$ cat src/rtl/mpct_pkg.sv
`default_nettype none

package mpct_pkg;

  localparam int unsigned ByteW  = 8;
  localparam int unsigned CoordW = 10;
  localparam int unsigned DxW    = 9;
  localparam int unsigned DyW    = 10;
  localparam int unsigned BtnW   = 3;
  localparam int unsigned QuotW  = 8;   // signed delta / 3, |q| <= 85
  localparam int unsigned CfgIdxW = 2;

  localparam logic [ByteW-1:0] ACK_BYTE     = 8'hFA;
  localparam logic [ByteW-1:0] SYNC_OR_MASK = 8'h37;
  localparam logic [ByteW-1:0] SYNC_MATCH   = 8'h3F;

  localparam int unsigned XSignBit = 4;
  localparam int unsigned YSignBit = 5;

  localparam int unsigned XMargin = 9;
  localparam int unsigned YMargin = 1;

  localparam logic [CoordW-1:0] WIDTH_RST  = 10'd320;
  localparam logic [CoordW-1:0] HEIGHT_RST = 10'd200;
  localparam logic [CoordW-1:0] POS_X_RST  = 10'd152;
  localparam logic [CoordW-1:0] POS_Y_RST  = 10'd92;

  localparam logic [CfgIdxW-1:0] REG_SCREEN_WIDTH  = 2'd0;
  localparam logic [CfgIdxW-1:0] REG_SCREEN_HEIGHT = 2'd1;

  // 1/3 ~= 171/512, exact for magnitudes below 512
  localparam logic [7:0] RECIP3 = 8'd171;

  // signed divide by 3, truncated toward zero
  function automatic logic signed [QuotW-1:0] div3(input logic signed [9:0] d);
    logic [9:0]  mag;
    logic [17:0] prod;
    logic [QuotW-1:0] q;
    mag  = d[9] ? 10'(-d) : 10'(d);
    prod = 18'(mag) * 18'(RECIP3);
    q    = QuotW'(prod[17:9]);
    div3 = d[9] ? $signed(QuotW'(-q)) : $signed(q);
  endfunction

endpackage

`default_nettype wire

$ cat src/rtl/mpct_cursor_update.sv
`default_nettype none

module mpct_cursor_update import mpct_pkg::*; #(
  parameter int unsigned Margin = XMargin
) (
  input  wire logic [CoordW-1:0]        pos,
  input  wire logic signed [9:0]        delta,
  input  wire logic [CoordW-1:0]        screen_size,
  output logic      [CoordW-1:0]        pos_next
);

  logic signed [CoordW:0]   lim_raw;
  logic        [CoordW-1:0] lim;
  logic signed [QuotW-1:0]  step;
  logic signed [CoordW+1:0] sum;

  always_comb begin
    lim_raw = $signed({1'b0, screen_size}) - $signed((CoordW + 1)'(Margin));
    // limit saturates at zero on tiny screens
    lim  = lim_raw[CoordW] ? '0 : lim_raw[CoordW-1:0];
    step = div3(delta);
    sum  = $signed({2'b00, pos}) + $signed({{(CoordW + 2 - QuotW){step[QuotW-1]}}, step});
    if (sum[CoordW+1]) begin
      pos_next = '0;
    end else if (sum[CoordW:0] > {1'b0, lim}) begin
      pos_next = lim;
    end else begin
      pos_next = sum[CoordW-1:0];
    end
  end

endmodule

`default_nettype wire

$ cat src/rtl/mouse_packet_cursor_tracker.sv
// PS/2 mouse packet decoder with cursor tracking.
// Input channel (in_valid / in_stall / mouse_byte): one raw mouse byte per
// request. After reset the block drops bytes until the 0xFA acknowledge, then
// syncs on a header byte (bits 7:6 clear, bit 3 set) and collects X and Y.
// Output channel (out_valid / out_stall): one request per complete packet with
// buttons, sign-extended deltas (Y negated, screen-down positive) and the
// cursor after moving by delta/3 and clamping to the screen.
// Configuration: cfg_we writes cfg_data into screen width (index 0) or screen
// height (index 1); other indexes are dropped. Write only while idle.
// Timing: one byte per cycle sustained unless out_stall holds a result. A
// byte passes through the input register, is decoded and the cursor
// updated in one pass, and the result is registered in the output register.
// Reset: width 320, height 200, cursor (152, 92), waiting for acknowledge.
// When out_stall holds a pending result, the input register fills and then
// in_stall rises; nothing is dropped.

`default_nettype none

module mouse_packet_cursor_tracker import mpct_pkg::*; (
  input  wire logic                       clk,
  input  wire logic                       rst,
  input  wire logic                       in_valid,
  output logic                            in_stall,
  input  wire logic [ByteW-1:0]           mouse_byte,
  output logic                            out_valid,
  input  wire logic                       out_stall,
  output logic [BtnW-1:0]                 buttons,
  output logic signed [DxW-1:0]           delta_x,
  output logic signed [DyW-1:0]           delta_y,
  output logic [CoordW-1:0]               cursor_x,
  output logic [CoordW-1:0]               cursor_y,
  input  wire logic                       cfg_we,
  input  wire logic [CfgIdxW-1:0]         cfg_index,
  input  wire logic [CoordW-1:0]          cfg_data
);

  typedef enum logic [3:0] {
    PH_ACK = 4'b0001,
    PH_HDR = 4'b0010,
    PH_X   = 4'b0100,
    PH_Y   = 4'b1000
  } phase_t;

  phase_t             phase, phase_next;
  logic [ByteW-1:0]   header_byte, x_byte;
  logic [CoordW-1:0]  pos_x, pos_y;
  logic [CoordW-1:0]  screen_width, screen_height;

  logic               in_full;
  logic [ByteW-1:0]   in_byte;

  logic               advance, fire, emit, hdr_ok;
  logic signed [DxW-1:0] dx;
  logic signed [DxW-1:0] dy_raw;
  logic signed [DyW-1:0] dy;
  logic [CoordW-1:0]  new_x, new_y;

  assign advance  = !out_valid || !out_stall;
  assign in_stall = in_full && !advance;
  assign fire     = in_full && advance;
  assign hdr_ok   = (in_byte | SYNC_OR_MASK) == SYNC_MATCH;
  assign emit     = fire && (phase == PH_Y);

  assign dx     = $signed({header_byte[XSignBit], x_byte});
  assign dy_raw = $signed({header_byte[YSignBit], in_byte});
  assign dy     = -$signed({dy_raw[DxW-1], dy_raw});

  always_comb begin
    phase_next = phase;
    if (fire) begin
      case (phase)
        PH_ACK:  if (in_byte == ACK_BYTE) phase_next = PH_HDR;
        PH_HDR:  if (hdr_ok) phase_next = PH_X;
        PH_X:    phase_next = PH_Y;
        PH_Y:    phase_next = PH_HDR;
        default: phase_next = PH_ACK;
      endcase
    end
  end

  mpct_cursor_update #(.Margin(XMargin)) u_upd_x (
    .pos         (pos_x),
    .delta       ($signed({dx[DxW-1], dx})),
    .screen_size (screen_width),
    .pos_next    (new_x)
  );

  mpct_cursor_update #(.Margin(YMargin)) u_upd_y (
    .pos         (pos_y),
    .delta       (dy),
    .screen_size (screen_height),
    .pos_next    (new_y)
  );

  // input register
  always_ff @(posedge clk) begin
    if (rst) begin
      in_full <= 1'b0;
    end else if (!in_stall) begin
      in_full <= in_valid;
    end
    if (in_valid && !in_stall) begin
      in_byte <= mouse_byte;
    end
  end

  // configuration
  always_ff @(posedge clk) begin
    if (rst) begin
      screen_width  <= WIDTH_RST;
      screen_height <= HEIGHT_RST;
    end else if (cfg_we) begin
      case (cfg_index)
        REG_SCREEN_WIDTH:  screen_width  <= cfg_data;
        REG_SCREEN_HEIGHT: screen_height <= cfg_data;
        default: ;
      endcase
    end
  end

  // packet state and cursor
  always_ff @(posedge clk) begin
    if (rst) begin
      phase       <= PH_ACK;
      header_byte <= '0;
      x_byte      <= '0;
      pos_x       <= POS_X_RST;
      pos_y       <= POS_Y_RST;
    end else begin
      phase <= phase_next;
      if (fire && phase == PH_HDR && hdr_ok) begin
        header_byte <= in_byte;
      end
      if (fire && phase == PH_X) begin
        x_byte <= in_byte;
      end
      if (emit) begin
        pos_x <= new_x;
        pos_y <= new_y;
      end
    end
  end

  // result register
  always_ff @(posedge clk) begin
    if (rst) begin
      out_valid <= 1'b0;
    end else if (advance) begin
      out_valid <= emit;
    end
    if (emit) begin
      buttons  <= header_byte[BtnW-1:0];
      delta_x  <= dx;
      delta_y  <= dy;
      cursor_x <= new_x;
      cursor_y <= new_y;
    end
  end

  a_y_byte_emits: assert property (@(posedge clk) disable iff (rst)
    fire && phase == PH_Y |=> out_valid && phase == PH_HDR)
    else $error("Y byte did not produce a result");

  a_in_hold: assert property (@(posedge clk) disable iff (rst)
    in_full && !advance |=> in_full && $stable(in_byte))
    else $error("input register lost a blocked byte");

  a_ack_once: assert property (@(posedge clk) disable iff (rst)
    phase != PH_ACK |=> phase != PH_ACK)
    else $error("returned to acknowledge wait without reset");

endmodule

`default_nettype wire

$ cat config.mk
export PLATFORM = sky130hd
export DESIGN_NAME = mouse_packet_cursor_tracker
export DESIGN_NICKNAME = d
export VERILOG_FILES = /design/src/rtl/mpct_pkg.sv /design/src/rtl/mpct_cursor_update.sv /design/src/rtl/mouse_packet_cursor_tracker.sv
export SDC_FILE = /design/constraint.sdc
export NUM_CORES = 1
export LEC_CHECK = 0
export CAP_MARGIN = 20
export CORE_ASPECT_RATIO = 0.7
export CORE_UTILIZATION = 70
export CTS_BUF_LIST = sky130_fd_sc_hd__clkbuf_16
export DETAILED_ROUTE_END_ITERATION = 16
export DONT_BUFFER_PORTS = 1
export PLACE_DENSITY = 0.84
export RECOVER_POWER = 50
export SYNTH_ARGS = -nofsm -noshare
export SYNTH_HDL_FRONTEND = slang
export SYNTH_SLANG_ARGS = --single-unit
$ cat constraint.sdc
create_clock -name clk -period 24.2 [get_ports clk]
set_clock_uncertainty 0.15 [all_clocks]
set_input_delay 4.84 -clock clk [delete_from_list [all_inputs] [get_ports clk]]
set_output_delay 4.84 -clock clk [all_outputs]
set_load 0.05 [all_outputs]
==> flow_results.org, run 1 <==
** Status
- Status :: finished, violations left
- The checks that failed: capacitance limit, slew limit.

** Logic synthesis
- For this run, the register share of the synthesized area comes to 0.281.
- By instance count, the leading cell after synthesis is inv_1.
- Counting flops with a built-in enable in the synthesized netlist gives 50.
- Warning count from the yosys run :: 0
- Yosys reg bits :: 109
- Average instance area after synthesis :: 9.14 sq um
- Number of cells produced by synthesis :: 1,044
- Biggest area contributors in the synthesized netlist :: ha_1, edfxtp_1, dfxtp_1, fa_1, inv_1
- Yosys mapped the design onto 61 distinct sky130hd cell types.
- The share of synthesized area in the top cell type comes to 0.185.
- Summing every instance area after synthesis gives 9550 sq um.
- Leading register cell type out of synthesis :: dfxtp_1
- Top cells by count, synth :: inv_1, ha_1, nor2_1
- Counting flops with an async set or reset pin after synthesis yields a share of 0.
- The biggest area contributor in the post-synthesis netlist is ha_1.

** Routing
- The pre-antenna-repair detailed-routing pass consisted of 5 iterations.
- After detailed routing, the number of vias per cell comes to 5.90.
- Detail Route Antenna Nets :: 0
- Iter 0 DRT Violations :: 539
- Detailed Route WL :: 20,800 um
- Drt drc :: 0
- After detailed routing, the average wire length per cell comes to 16.9 um.
- For this block, the via count after detailed routing is 7,253.

** Critical path
- The critical path is of the flip-flop to flip-flop type.
- Setup crit end kind :: flip-flop
- CP Launch Type :: flip-flop
- Delay of the slowest cell on the worst path :: 0.63 ns
- The most numerous cell type found on the critical path is inv_1.
- Largest fanout on the critical path :: 10
- Logic depth of the worst register-to-register path :: 38
- The critical path runs through a total of 38 cells.
- For the worst setup path, the data arrival time is 10.36 ns.
- On the critical path, the stage with the largest delay is an instance of o21bai_1.
- Among cell families on the critical path, the largest total delay comes from adder cells.
- STA puts the critical path data required time at 24.16 ns.
- Together, buffers and inverters on the worst path number 6.

** STA
- Setup repair after global routing left no endpoint under its margin.
- Summed over all failing endpoints, the final setup total negative slack is 0 ns.
- Peak Freq :: 96.2 MHz
- Slew at the pin with the worst max-slew slack :: 1.76 ns
- Setup violators final :: 0
- Headroom to the max-slew limit came out at -0.179.
- Post-route minimum period :: 10.40 ns
- Final worst path period share :: 0.430
- The number of endpoints with negative hold slack in the final report was 0.
- The max-slew violation total from the final report came to 15.

** Global routing
- Vias in the first global route :: 7,112
- The total overflow left after global routing is 0.
- In the global route stage, overall resource usage came out at 0.314.
- Largest net degree at the start of global routing :: 56
- Wire length of the first global-routing pass :: 34,700 um
- Number of antenna violations at the first check in global routing :: 0

** Placement
- Weighted congestion at the end of routability-driven global placement :: 0.960
- The HPWL after detailed placement is 16,000 um.
- In this run the tool buffered the top-level ports with 0 buffer cells.

** Floorplan
- Area enclosed by the die boundary :: 14,100 sq um
- Chip Height :: 99.7 um
- Effective utilization at floorplan :: 0.722
- After floorplanning, the core was divided into 35 placement rows.
- Core Region :: 13,200 sq um
- The die is 142 um wide.
- # IOs :: 69

** Finish
- Relative to the synthesized area, the layout overhead comes to 5.41%.
- In the final design database the tool counted 1,241 nets.
- The number of antenna diodes in the final layout is 0.
- Share of final-layout standard cells stronger than drive strength 1 :: 0.0411
- Filler cell count :: 929

** Worst hold path
- Worst hold path cell count :: 2
- Type of the most critical hold path :: flip-flop to flip-flop

** Clock tree
- Clock latency on the worst-skew pair, taken at its later pin, is 0.36 ns.
- After clock tree synthesis, the clock-pin slew on the worst setup and hold paths is 0.08 ns.
- In this run the clock root is driven by a clkbuf_16.
- H-tree level count :: 3
- Number of sinks handled by clock tree synthesis :: 109
- The clock passes through at most 2 buffers.
- Hold buffer count at CTS :: 0
- Post-CTS setup buffers :: 0
- Buffers inserted during clock tree synthesis total 9.
- Post-CTS sizing :: 0
- TritonCTS built the clock tree.

** Flow run
- Across the run, the number of max-cap violations was 1.
worst reg2reg max path, delay by kind of cell (launching register included):
family	cells	cell delay, ns
adders and majority gates	7	2.95
muxes	2	0.45
xor gates and xnor gates	3	1.04
and+or+nand+nor	9	1.85
AOI/OAI and AO/OA	11	2.34
DFF	1	0.52
buffers and inverters	6	0.86
cell usage in the layout, fill, tap and decap left out, drive strengths merged, types with 14 or more instances in the layout:
cell type and instances:
a21oi 48, edfxtp 50, nor2 95, dfxtp 59, mux2i 37, xor2 29
nand3 14, nor3 17, inv 159, ha 141, xnor2 55, fa 35
nand2 61, nand3b 15, o21ai 51, a21o 14
logic make-up (layout without fill, tap and decap cells):
group | count (synthesis) | after routing | synth area share
adders and majority gates | 176 | 176 | 0.258
and+or+nand+nor | 266 | 266 | 0.134
xor gates and xnor gates | 84 | 84 | 0.0779
AOI/OAI and AO/OA | 182 | 182 | 0.127
DFF | 109 | 109 | 0.281
muxes | 45 | 45 | 0.0503
other | 2 | 8 | 0.000787
buffers and inverters | 180 | 175 | 0.0709
layer usage:
metal,vias up,GRT usage,wire length [um],part of all wire
met5,-,0,0,0
met3,44,0.0852,1690,0.081
met4,0,0.0984,398,0.019
li1,3552,-,-,-
met1,3391,0.435,9980,0.48
met2,266,0.479,8760,0.42
path summary, 6_finish.rpt:
path,slack (ns),end,from
max reg2reg,13.80,cursor_y[8],in_byte[2]
min,0.31,pos_x[5],pos_x[5]
max,13.80,cursor_y[8],in_byte[2]
min reg2reg,0.31,pos_x[5],pos_x[5]
state kept, by name (all words and copies together) (netlist names), 5 cells and up:
name,count
pos_y,10
cursor_y,10
screen_height,10
cursor_x,10
screen_width,10
pos_x,10
delta_x,9
x_byte,8
in_byte,8
header_byte,5
delta_y,10
cell type report:
cell class / instances / area, sq um / area share
Sequential cell: 109 / 2680 / 0.267
Clock buffer: 10 / 250 / 0.0249
Timing Repair Buffer: 3 / 18.8 / 0.00187
Clock inverter: 6 / 78.8 / 0.00783
Inverter: 156 / 586 / 0.0582
Tap cell: 185 / 231 / 0.0230
Multi-Input combinational cell: 761 / 6210 / 0.618
per-stage QoR:
step	hold WS [ns]	util	setup WS [ns]	cell area, sq um	instances
floorplan	0.258	-	13.89	9570	1050
global placement	0.293	0.737	13.87	9740	1214
detailed placement	0.300	0.737	13.87	9740	1214
CTS	0.310	0.761	13.87	10100	1230
global route	0.334	0.761	12.92	10100	1230
finish	0.311	0.761	13.80	10100	1230
Power of run 1 is not shown: default switching activity piles up to over one toggle a cycle in this logic, so the estimate is an artifact.
==> run 2: changes to the inputs <==
--- a/config.mk
+++ b/config.mk
@@ -7,11 +7,11 @@
 export LEC_CHECK = 0
 export CAP_MARGIN = 20
 export CORE_ASPECT_RATIO = 0.7
-export CORE_UTILIZATION = 70
+export CORE_UTILIZATION = 66
 export CTS_BUF_LIST = sky130_fd_sc_hd__clkbuf_16
 export DETAILED_ROUTE_END_ITERATION = 16
 export DONT_BUFFER_PORTS = 1
-export PLACE_DENSITY = 0.84
+export PLACE_DENSITY = 0.8
 export RECOVER_POWER = 50
 export SYNTH_ARGS = -nofsm -noshare
 export SYNTH_HDL_FRONTEND = slang
==> constraint.sdc (replaced) <==
create_clock -name clk -period 10.2 [get_ports clk]
set_clock_uncertainty 0.15 [all_clocks]
set_input_delay 2.04 -clock clk [delete_from_list [all_inputs] [get_ports clk]]
set_output_delay 2.04 -clock clk [all_outputs]
set_load 0.05 [all_outputs]
==> run 2 against run 1 <==
The flow still finishes with violations (capacitance limit, slew limit); count of clock-buffer cells in the layout down 1; critical path depth up 1; register-to-register slack worse by 13 ns; wire length down 0.45%; non-clock buffer count up 15; highest routed layer unchanged.
==> flow_results.org, run 2 (synthesized netlist as in run 1, its figures left out) <==
** Global routing
- Vias in the first global route :: 6,781 (was 7,112)
- The maximum number of pins on one net before global-route repair came to 56 (unchanged).
- Overall global routing resource usage :: 0.287 (was 0.314)
- The initial antenna violation count came to 0 (unchanged).
- The global-route wire length before repair is 33,900 um (was 34,700 um).
- The leftover overflow at the end of global routing was 0 (unchanged).

** Clock tree
- The maximum level of the CTS H-tree was 3 (unchanged).
- Clock buffer count from CTS :: 9 (unchanged)
- Clock tree from TritonCTS :: done (unchanged)
- The source-to-sink clock delay at the later pin of the worst-skew pair came to 0.36 ns (about the same).
- Clock root cell :: clkbuf_16 (unchanged)
- The clock sink total is 109 (unchanged).
- The clock transition at the registers of the reported paths was 0.08 ns (about the same).
- Max clock buf depth :: 2 (unchanged)
- Hold buffer count at CTS :: 0 (unchanged)

** Finish
- The most common cell after layout, fill and taps aside was inv_1 (unchanged).
- Synth-to-Final Area Change :: 6.66% (was 5.41%)
- Antenna fix cells :: 0 (unchanged)
- # nets final :: 1,256 (was 1,241)
- The layout cell share with drive strength beyond 1 is 0.0604 (was 0.0411).
- Filler cell count :: 1,034 (was 929)
- Commonest non-fill, non-tap cells in the layout: inv_1, ha_1, nor2_1 (unchanged).

** Placement
- The final estimated routing congestion in global placement was 0.937 (was 0.960).
- The HPWL reported at the end of detailed placement was 15,900 um (was 16,000 um).
- The count of buffers from port buffering was 0 (unchanged).

** Worst hold path
- Type of the most critical hold path :: flip-flop to flip-flop (unchanged)

** Critical path
- The cell repeated most along the worst path was inv_1 (unchanged).
- Setup crit end kind :: flip-flop (unchanged)
- The maximum fanout encountered on the critical timing path was 10 (unchanged).
- The highest cell delay on the worst timing path came to 0.58 ns (was 0.63 ns).
- The critical path required time was 10.34 ns (was 24.16 ns).
- The kind of launch point of the worst setup path was a flip-flop (unchanged).
- CP arrival :: 9.84 ns (was 10.36 ns)
- Slowest stage cell on the critical path :: fa_1 (was o21bai_1)
- WS Path Type :: flip-flop to flip-flop (unchanged)

** Routing
- Wirelength per Cell :: 16.6 um (was 16.9 um)
- Vias :: 7,194 (was 7,253)
- The DRC violations left is 0 (unchanged).
- The total wirelength of the detailed-routed design was 20,700 um (was 20,800 um).
- Length of the first detailed-routing pass in iterations :: 6 (was 5)
- The initial DRC count came to 518 (was 539).
- The via density per instance was 5.76 (was 5.90).
- The count of antenna-violating nets left after detailed routing came to 0 (unchanged).

** Floorplan
- Core Region :: 14,000 sq um (was 13,200 sq um)
- The count of boundary I/O pins was 69 (unchanged).
- The full die area was 15,000 sq um (was 14,100 sq um).
- The vertical die dimension was 103 um (was 99.7 um).
- The floorplan row count was 36 (was 35).
- Horizontal die dimension :: 146 um (was 142 um)
- The initial core utilization was 0.681 (was 0.722).

** STA
- The transition time of the tightest slew-check pin was 1.86 ns (was 1.76 ns).
- Total count of max-transition violations in the final report :: 15 (unchanged)
- The final worst-path cycle share came to 0.952 (was 0.430).
- Setup violators final :: 0 (unchanged)
- The fmax is 103 MHz (was 96.2 MHz).
- The aggregate negative setup slack was 0 ns (unchanged).
- Post-route minimum period :: 9.71 ns (was 10.40 ns)
- The relative slew slack was -0.245 (was -0.179).
- Final Hold Vio Count :: 0 (unchanged)

** Status
- Violations in the final reports: capacitance limit, slew limit (unchanged).
- Status :: finished, violations left (unchanged)

** Flow run
- The max-cap violation count is 1 (unchanged).
[run 2: area by class of cell]
type / instances / area [sq um] / area share
Multi-Input combinational cell: 761 / 6240 / 0.613
Sequential cell: 109 / 2680 / 0.263
Inverter: 156 / 586 / 0.0575
Tap cell: 190 / 238 / 0.0234
Clock buffer: 9 / 225 / 0.0221
Timing Repair Buffer: 18 / 140 / 0.0138
Clock inverter: 7 / 67.6 / 0.00664
[run 2: repair_timing]
item                       in CTS  in global routing
setup buffers                   0                 10
setup endpoints to repair       0                 20
gates resized for setup         0                  6
[run 2: worst max-delay path: cells and delay by family (launching register included)]
family	cells	cell delay, ns
AOI/OAI and AO/OA	13	2.32
xor gates and xnor gates	4	0.84
adders and majority gates	7	2.85
buffers and inverters	7	1.02
DFF	1	0.50
muxes	2	0.51
and+or+nand+nor	6	1.47
[run 2: per-layer routing]
layer,track usage,up-vias,wire length (um)
met4,0.0462,0,186
li1,-,3593,-
met5,0,-,0
met1,0.426,3343,10500
met2,0.437,241,8650
met3,0.0588,17,1360
[run 2: worst paths after layout]
path	start	end	slack [ns]	depth (start not counted)
worst min-delay path	pos_x[6]	pos_x[6]	0.31	2
worst max register to register	in_byte[0]	pos_y[2]	0.49	39
worst max-delay path	in_byte[0]	pos_y[2]	0.49	39
worst min register to register	pos_x[6]	pos_x[6]	0.31	2
[run 2: through the flow]
stage / hold slack [ns] / instances / util / setup WS [ns] / instance area [sq um]
CTS: 0.319 / 1239 / 0.719 / 0.230 / 10100
floorplan: 0.258 / 1050 / - / 1.02 / 9570
detailed placement: 0.305 / 1223 / 0.698 / 0.321 / 9780
global route: 0.333 / 1250 / 0.727 / -0.100 / 10200
global placement: 0.295 / 1223 / 0.698 / 0.480 / 9780
finish: 0.314 / 1250 / 0.727 / 0.491 / 10200
Power of run 2 is left out for the same reason.
